--- config.mk ---
export PLATFORM = sky130hd
export DESIGN_NAME = fit_policy_block_allocator
export DESIGN_NICKNAME = d
export VERILOG_FILES = /design/src/hw/rtl/fpba_pkg.sv /design/src/hw/rtl/fpba_size_ram.sv /design/src/hw/rtl/fpba_ctrl.sv /design/src/hw/rtl/fit_policy_block_allocator.sv
export SDC_FILE = /design/constraint.sdc
export NUM_CORES = 1
export LEC_CHECK = 0
export ABC_CLOCK_PERIOD_IN_PS = 5000
export BUFFER_PORTS_ARGS = -buffer_cell sky130_fd_sc_hd__buf_2
export CORE_MARGIN = 4
export CORE_UTILIZATION = 48
export CTS_CLUSTER_DIAMETER = 60
export DETAILED_ROUTE_END_ITERATION = 12
export PLACE_DENSITY = 0.67
export SYNTH_ARGS = -nofsm -noshare
export SYNTH_HDL_FRONTEND = slang
export SYNTH_HIERARCHICAL = 1
export SYNTH_SLANG_ARGS = --single-unit
export TNS_END_PERCENT = 100
--- constraint.sdc ---
create_clock -name clk -period 5 [get_ports clk]
set_input_delay 1 -clock clk [delete_from_list [all_inputs] [get_ports clk]]
set_output_delay 1 -clock clk [all_outputs]
set_load 0.01 [all_outputs]
--- src/hw/rtl/fpba_pkg.sv ---
`default_nettype none
// ----------------------------------------------------------------------------
// fpba_pkg
// Shared constants, codes and types of the fit policy block allocator.
// ----------------------------------------------------------------------------
package fpba_pkg;

	localparam int MAX_BLOCKS = 16;
	localparam int SIZE_BITS  = 16;
	localparam int IDX_W      = $clog2(MAX_BLOCKS);
	localparam int CNT_W      = $clog2(MAX_BLOCKS + 1);
	localparam int OUT_IDX_W  = 4;

	typedef enum logic [1:0] {
		CMD_LOAD    = 2'd0,
		CMD_ALLOC   = 2'd1,
		CMD_RESTART = 2'd2
	} cmd_t;

	typedef enum logic [1:0] {
		FIT_FIRST = 2'd0,
		FIT_BEST  = 2'd1,
		FIT_WORST = 2'd2
	} fit_t;

	typedef enum logic [1:0] {
		STAT_OK    = 2'd0,
		STAT_NOFIT = 2'd1,
		STAT_FULL  = 2'd2
	} status_t;

	typedef enum logic [1:0] {
		S_IDLE,
		S_SCAN,
		S_RESULT
	} state_t;

	typedef struct packed {
		status_t                status;
		logic [OUT_IDX_W-1:0]   index;
		logic [SIZE_BITS-1:0]   size;
		logic [SIZE_BITS-1:0]   leftover;
	} res_t;

endpackage : fpba_pkg
`default_nettype wire

--- src/hw/rtl/fpba_size_ram.sv ---
`default_nettype none
// ----------------------------------------------------------------------------
// fpba_size_ram
// Simple dual-port RAM, one write and one registered read port.
// ----------------------------------------------------------------------------
module fpba_size_ram #(
	parameter int DEPTH = 16,
	parameter int WIDTH = 16
) (
	input  wire logic                     clk,
	input  wire logic                     we,
	input  wire logic [$clog2(DEPTH)-1:0] waddr,
	input  wire logic [WIDTH-1:0]         wdata,
	input  wire logic                     re,
	input  wire logic [$clog2(DEPTH)-1:0] raddr,
	output      logic [WIDTH-1:0]         rdata
);

	logic [WIDTH-1:0] mem_q [DEPTH];

	always_ff @(posedge clk) begin
		if (we) begin
			mem_q[waddr] <= wdata;
		end
	end

	always_ff @(posedge clk) begin
		if (re) begin
			rdata <= mem_q[raddr];
		end
	end

endmodule : fpba_size_ram
`default_nettype wire

--- src/hw/rtl/fpba_ctrl.sv ---
`default_nettype none
// ----------------------------------------------------------------------------
// fpba_ctrl
// Command sequencer: loads sizes into the size RAM, scans it for allocates
// and keeps the used marks and the fill count.
// ----------------------------------------------------------------------------
module fpba_ctrl (
	input  wire logic                        clk,
	input  wire logic                        arst_n,
	input  wire logic [1:0]                  fit_mode,
	input  wire logic                        in_valid,
	output      logic                        in_ready,
	input  wire logic [1:0]                  cmd,
	input  wire logic [fpba_pkg::SIZE_BITS-1:0] block_size_in,
	input  wire logic [fpba_pkg::SIZE_BITS-1:0] request_size,
	output      logic                        res_valid,
	input  wire logic                        res_ready,
	output      fpba_pkg::res_t              res
);
	import fpba_pkg::*;

	state_t               state_q, state_nxt;
	logic [CNT_W-1:0]     cnt_q;
	logic [CNT_W-1:0]     issue_q;
	logic [MAX_BLOCKS-1:0] used_q;
	logic                 found_q;
	logic                 mark_q;
	logic [IDX_W-1:0]     best_idx_q;
	logic [SIZE_BITS-1:0] best_size_q;
	logic [IDX_W-1:0]     chk_idx_s1;
	logic [SIZE_BITS-1:0] req_q;
	res_t                 res_q;

	logic                 accept;
	logic                 full;
	logic                 scan_last;
	logic                 fits;
	logic                 take;
	logic                 nb_found;
	logic [IDX_W-1:0]     nb_idx;
	logic [SIZE_BITS-1:0] nb_size;

	logic                 ram_we;
	logic [IDX_W-1:0]     ram_waddr;
	logic                 ram_re;
	logic [IDX_W-1:0]     ram_raddr;
	logic [SIZE_BITS-1:0] ram_rdata;

	fpba_size_ram #(
		.DEPTH(MAX_BLOCKS),
		.WIDTH(SIZE_BITS)
	) u_ram (
		.clk  (clk),
		.we   (ram_we),
		.waddr(ram_waddr),
		.wdata(block_size_in),
		.re   (ram_re),
		.raddr(ram_raddr),
		.rdata(ram_rdata)
	);

	assign accept    = in_valid && (state_q == S_IDLE);
	assign full      = (cnt_q == CNT_W'(MAX_BLOCKS));
	assign scan_last = (issue_q == cnt_q);

	// Candidate check on the entry whose size arrives this cycle.
	always_comb begin
		fits = !used_q[chk_idx_s1] && (ram_rdata >= req_q);
		take = fits && (!found_q
			|| ((fit_mode == FIT_BEST) && (ram_rdata < best_size_q))
			|| ((fit_mode == FIT_WORST) && (ram_rdata > best_size_q)));
		nb_found = found_q || take;
		nb_idx   = take ? chk_idx_s1 : best_idx_q;
		nb_size  = take ? ram_rdata : best_size_q;
	end

	always_comb begin
		state_nxt = state_q;
		unique case (state_q)
			S_IDLE: begin
				if (in_valid) begin
					if ((cmd == CMD_ALLOC) && (cnt_q != '0)) begin
						state_nxt = S_SCAN;
					end else begin
						state_nxt = S_RESULT;
					end
				end
			end
			S_SCAN: begin
				if (scan_last) begin
					state_nxt = S_RESULT;
				end
			end
			S_RESULT: begin
				if (res_ready) begin
					state_nxt = S_IDLE;
				end
			end
			default: state_nxt = S_IDLE;
		endcase
	end

	always_comb begin
		in_ready  = 1'b0;
		res_valid = 1'b0;
		ram_we    = 1'b0;
		ram_waddr = cnt_q[IDX_W-1:0];
		ram_re    = 1'b0;
		ram_raddr = issue_q[IDX_W-1:0];
		unique case (state_q)
			S_IDLE: begin
				in_ready = 1'b1;
				if (in_valid && (cmd == CMD_LOAD) && !full) begin
					ram_we = 1'b1;
				end
				if (in_valid && (cmd == CMD_ALLOC)) begin
					ram_re    = 1'b1;
					ram_raddr = '0;
				end
			end
			S_SCAN: begin
				ram_re = !scan_last;
			end
			S_RESULT: begin
				res_valid = 1'b1;
			end
			default: ;
		endcase
	end

	assign res = res_q;

	// Control state.
	always_ff @(posedge clk or negedge arst_n) begin
		if (!arst_n) begin
			state_q <= S_IDLE;
			cnt_q   <= '0;
			used_q  <= '0;
			found_q <= 1'b0;
			mark_q  <= 1'b0;
		end else begin
			state_q <= state_nxt;
			if (accept) begin
				found_q <= 1'b0;
				mark_q  <= 1'b0;
				priority case (1'b1)
					(cmd == CMD_LOAD): begin
						if (!full) begin
							used_q[cnt_q[IDX_W-1:0]] <= 1'b0;
							cnt_q <= cnt_q + CNT_W'(1);
						end
					end
					(cmd == CMD_RESTART): used_q <= '0;
					default: ;
				endcase
			end
			if (state_q == S_SCAN) begin
				found_q <= nb_found;
				if (scan_last) begin
					mark_q <= nb_found;
				end
			end
			if ((state_q == S_RESULT) && res_ready && mark_q) begin
				used_q[best_idx_q] <= 1'b1;
				mark_q <= 1'b0;
			end
		end
	end

	// Datapath registers.
	always_ff @(posedge clk) begin
		if (accept) begin
			req_q      <= request_size;
			issue_q    <= CNT_W'(1);
			chk_idx_s1 <= '0;
			if ((cmd == CMD_LOAD) && full) begin
				res_q <= '{status: STAT_FULL, index: '0, size: '0, leftover: '0};
			end else if (cmd == CMD_LOAD) begin
				res_q <= '{status: STAT_OK, index: OUT_IDX_W'(cnt_q[IDX_W-1:0]),
					size: block_size_in, leftover: '0};
			end else if (cmd == CMD_ALLOC) begin
				res_q <= '{status: STAT_NOFIT, index: '0, size: '0, leftover: '0};
			end else begin
				res_q <= '{status: STAT_OK, index: '0, size: '0, leftover: '0};
			end
		end
		if (state_q == S_SCAN) begin
			best_idx_q  <= nb_idx;
			best_size_q <= nb_size;
			if (!scan_last) begin
				issue_q    <= issue_q + CNT_W'(1);
				chk_idx_s1 <= issue_q[IDX_W-1:0];
			end else if (nb_found) begin
				res_q <= '{status: STAT_OK, index: OUT_IDX_W'(nb_idx), size: nb_size,
					leftover: nb_size - req_q};
			end
		end
	end

endmodule : fpba_ctrl
`default_nettype wire

--- src/hw/rtl/fit_policy_block_allocator.sv ---
`default_nettype none
// ----------------------------------------------------------------------------
// fit_policy_block_allocator
// Fixed-partition block allocator with first, best or worst fit placement.
// ----------------------------------------------------------------------------
//
//  Channel  | Handshake            | Payload
//  ---------+----------------------+---------------------------------------
//  input    | in_valid / in_ready  | cmd, block_size_in, request_size
//  output   | out_valid / out_ready| status, block_index, granted_size,
//           |                      | leftover
//  config   | cfg_we (no wait)     | cfg_wdata = fit_mode
//
// A load, restart, unknown command or allocate on an empty table goes from
// acceptance straight to the result state and from there into the output
// register, which raises out_valid. An allocate first scans the loaded blocks:
// the size RAM has one read port and is read one entry per cycle, each entry
// compared against the best candidate so far. The sequencer takes its next
// item in the cycle after its result moves to the output register.
// One item is processed at a time. The output register frees the sequencer,
// so the next item is accepted while a result still waits for out_ready.
// Reset clears the fill count, the used marks and the mode; the size RAM
// needs no clearing because only loaded entries are ever compared.
//
module fit_policy_block_allocator (
	input  wire logic                           clk,
	input  wire logic                           arst_n,
	input  wire logic                           cfg_we,
	input  wire logic [1:0]                     cfg_wdata,
	input  wire logic                           in_valid,
	output      logic                           in_ready,
	input  wire logic [1:0]                     cmd,
	input  wire logic [fpba_pkg::SIZE_BITS-1:0] block_size_in,
	input  wire logic [fpba_pkg::SIZE_BITS-1:0] request_size,
	output      logic                           out_valid,
	input  wire logic                           out_ready,
	output      logic [1:0]                     status,
	output      logic [fpba_pkg::OUT_IDX_W-1:0] block_index,
	output      logic [fpba_pkg::SIZE_BITS-1:0] granted_size,
	output      logic [fpba_pkg::SIZE_BITS-1:0] leftover
);
	import fpba_pkg::*;

	logic [1:0] fit_mode_q;
	logic       res_valid;
	logic       res_ready;
	res_t       res;
	logic       out_valid_q;
	res_t       out_res_q;

	// The mode register. It is to be written only while the block is idle; the block
	// itself does not enforce this, so the sequencer reads it directly during a scan.
	always_ff @(posedge clk or negedge arst_n) begin
		if (!arst_n) begin
			fit_mode_q <= FIT_FIRST;
		end else if (cfg_we) begin
			fit_mode_q <= cfg_wdata;
		end
	end

	fpba_ctrl u_ctrl (
		.clk          (clk),
		.arst_n       (arst_n),
		.fit_mode     (fit_mode_q),
		.in_valid     (in_valid),
		.in_ready     (in_ready),
		.cmd          (cmd),
		.block_size_in(block_size_in),
		.request_size (request_size),
		.res_valid    (res_valid),
		.res_ready    (res_ready),
		.res          (res)
	);

	// Output register: it takes a new result whenever it is empty or its
	// current item is being taken in the same cycle.
	assign res_ready = !out_valid_q || out_ready;

	always_ff @(posedge clk or negedge arst_n) begin
		if (!arst_n) begin
			out_valid_q <= 1'b0;
		end else if (res_ready) begin
			out_valid_q <= res_valid;
		end
	end

	always_ff @(posedge clk) begin
		if (res_ready && res_valid) begin
			out_res_q <= res;
		end
	end

	assign out_valid    = out_valid_q;
	assign status       = out_res_q.status;
	assign block_index  = out_res_q.index;
	assign granted_size = out_res_q.size;
	assign leftover     = out_res_q.leftover;

endmodule : fit_policy_block_allocator
`default_nettype wire

==> flow_summary.toml <==
[final_layout]
insertedDiodeCount = 0
final_util_pct = 56.4
finalInstanceArea_um2 = 20000
final_nets = 1300
final.fill_count = 2796
syn2layout_area_growth_pct = 15.6
layout-drive-gt1-share_pct = 23.8

[sta]
max_clock_freq_ghz = 0.209
final_clock_skew_ns = 0.0198
finalMaxSlewViolations = 0
final.period_utilization_pct = 95.7
finalCriticalPeriod_ns = 4.78
report.final.setup_viol = 0
max-slew-margin-rel_pct = 36.2
hold_ws_ns = 0.425
worst_margin_pin_slew_ns = 0.954
finalHoldViolCount = 0

[synthesis]
syn-cell-area_um2 = 17300
yosysWarningCount = 6
post-synth-top-count-cell = "edfxtp_1"
synth_fp_nets = 1174
synth_area_per_cell_um2 = 16.1
post-synth-top-area-fraction_pct = 59.9
asyncSetResetFlopFracSynth_pct = 6.65
ys.flop_type = "edfxtp_1"
synth_top_cells_by_count = "346 x edfxtp_1, 88 x nand2_1, 76 x o21ai_0"
synth-seq-area-share_pct = 69.4
postSynthRegisterBits = 421
synth_area_leaders = "edfxtp_1 60%, mux4_2 7.7%, dfxtp_1 5.4%"
yosys.area.top_type = "edfxtp_1"
synth_cells = 1080
synth-edff-count = 346
synth_cell_types = 59

[floorplanning]
die_x_um = 198
floorplan.rows = 69
fp.dieArea_um2 = 39200
core_area_um2 = 35600
ioPinCount = 81
initial_core_util_pct = 48.7
die_height_um = 198

[placed_design]
port-buffer-count = 80
placement.cell_area_um2 = 18500
gp_routability_congestion = 0.889
detailed_place_hpwl_um = 24100

[run]
maxCapViolCount = 0

[drt]
vias = 9901
wl_per_cell_um = 21.7
detailedRoute.firstPassIterationCount = 6
post-route-drc-count = 0
via_per_inst = 5.83
drt_first_iter_violations = 852
totalWireLength_um = 36900
drtAntennaViolNets = 0

[run_status]
status = "complete, no violations"

[global_routing]
globalRouteOverflowTotal = 0
grtUsageTotal_pct = 18.9
grt_max_degree = 47
initial_antenna_violation_count = 1
grt_first_pass_wirelength_um = 57600
first_global_vias = 10006

[clock_network]
htree_levels = 2
clock-sinks = 421
numCtsBuffers = 45
clock-root-buffer = "clkbuf_16"
ctsHoldBuffers = 0
worst_skew_pair.late_latency_ns = 0.55
cts_max_path_buffers = 3
clk_pin_slew_ns = 0.06
tritoncts_clock_tree = "done"

[pwr]
power.ir.vdd_worst_v = 0.000340
leakagePower_nw = 7.13
p_total_w = 0.0112
power.density_cell_area_nw_per_um2 = 559

[worst_hold_path]
hp-class = "register to register"

[worst_setup_path]
path_class = "register to register"
worstSetupStartpointType = "register"
critPathRequiredTime_ns = 5.38
cp_data_arrival_time_ns = 5.16
cp_max_fanout = 14
timing.critical_path.to_type = "register"
[routing by layer]
layer  up-vias  part of all wire [%]  track usage (%)  wire length (µm)
met5         -                 0.032                0                12
met4         2                   2.7             5.64               979
met3        78                   4.9             2.65              1820
met2       286                    46             29.8             17100
met1      5053                    46             27.8             17000
li1       4482                     -                -                 -
[through the flow]
step,worst slack (ns),cells,TNS [ns]
finish,0.216,1699,0
global route,-0.0129,1699,-0.0132
CTS,0.00716,1698,0
detailed placement,-0.181,1613,-0.181
global placement,0.109,1613,0
floorplan,0.198,1080,0
[critical path: stages, from the launching register on]
cell and delay (ns):
edfxtp_1 0.39, inv_1 0.11, ha_4 0.21, a21oi_1 0.16
o21ai_0 0.13, a221o_1 0.35, or4_1 0.48, nand4_1 0.13
buf_4 0.13, buf_8 0.16, mux2_2 0.39, ha_1 0.33
inv_1 0.08, o21bai_2 0.24, a2111oi_2 0.11, buf_4 0.17
nor4_4 0.29, nor4_2 0.08, buf_4 0.15, buf_4 0.12
buf_4 0.12, o211ai_1 0.17, o21ai_0 0.11
[area by class of cell]
cell class / instances / area [µm²] / area share (%)
clock buffer: 60 / 1250 / 6.26
clock inverter: 19 / 203 / 1.01
inverter: 44 / 165 / 0.824
multi-input combinational: 570 / 5040 / 25.1
sequential: 421 / 12000 / 60.0
tap: 461 / 577 / 2.88
timing repair buffer: 124 / 776 / 3.87
[sequential cells by signal, indices dropped and copies added (netlist names), 2 cells and up]
signal and cells:
u_ctrl/cnt_q 5, u_ctrl/u_ram/mem_q 256, u_ctrl/req_q 16, block_index 4
status 2, fit_mode_q 2, u_ctrl/best_size_q 16, u_ctrl/issue_q 5
leftover 16, u_ctrl/best_idx_q 4, u_ctrl/state_q 2, granted_size 16
u_ctrl/used_q 16, u_ctrl/u_ram/rdata 16, u_ctrl/chk_idx_s1 4, u_ctrl/res 38
[kinds of logic (layout without fill, tap and decap cells)]
kind of cell             Yosys count  in the layout  share of synthesized area, %
AO/OA/AOI/OAI                    208            208                          7.36
XOR/XNOR                          21             21                          1.06
adder cells (fa/ha/maj)           53             53                          3.87
buffers and inverters             89            247                          2.21
flip-flops                       421            421                          69.4
multiplexers                      94             94                          10.8
AND/OR/NAND/NOR                  194            194                          5.33
[where the power goes]
group | internal [W] | total (W) | switching [W]
clock network | 0.00197 | 0.00327 | 0.00131
logic | 0.00140 | 0.00325 | 0.00185
registers | 0.00437 | 0.00469 | 0.000312
total | 0.00774 | 0.0112 | 0.00346
[layout by cell type, fill, tap and decap left out, drive strengths merged, types with 3 or more instances in the layout]
cell type | netlist | layout
a2111oi | 3 | 3
a21o | 6 | 6
a21oi | 38 | 38
a22oi | 51 | 51
a31oi | 5 | 5
and2 | 6 | 6
buf | 17 | 124
bufinv | 0 | 4
clkbuf | 28 | 60
clkinv | 0 | 12
dfrtp | 28 | 28
dfxtp | 47 | 47
edfxtp | 346 | 346
ha | 52 | 52
inv | 44 | 47
mux2 | 20 | 20
mux2i | 5 | 5
mux4 | 69 | 69
nand2 | 88 | 88
nand2b | 9 | 9
nand3 | 11 | 11
nand3b | 7 | 7
nand4 | 9 | 9
nor2 | 29 | 29
nor2b | 7 | 7
nor3 | 13 | 13
nor3b | 3 | 3
o211ai | 4 | 4
o21ai | 82 | 82
o21bai | 3 | 3
xnor2 | 15 | 15
xor2 | 6 | 6
[worst paths after layout]
kind                            cells after the start                  start                 to  slack (ns)
worst min register to register                      0          u_ctrl/res[6]        leftover[6]        0.42
worst max register to register                     22  u_ctrl/best_size_q[7]     u_ctrl/res[12]        0.22
worst max-delay path                               22  u_ctrl/best_size_q[7]     u_ctrl/res[12]        0.22
min in group asynchronous                           1                 arst_n  u_ctrl/used_q[13]        0.50
max in group asynchronous                           1                 arst_n      fit_mode_q[1]        4.04
worst min-delay path                                0          u_ctrl/res[6]        leftover[6]        0.42
[timing repair]
action | CTS | global route
endpoints found under the setup margin | 1 | 4
setup buffers | 6 | 1
pin swaps | 1 | 3
gates resized for setup | 7 | 8
No activity file was read; power rests on OpenSTA's default activity.
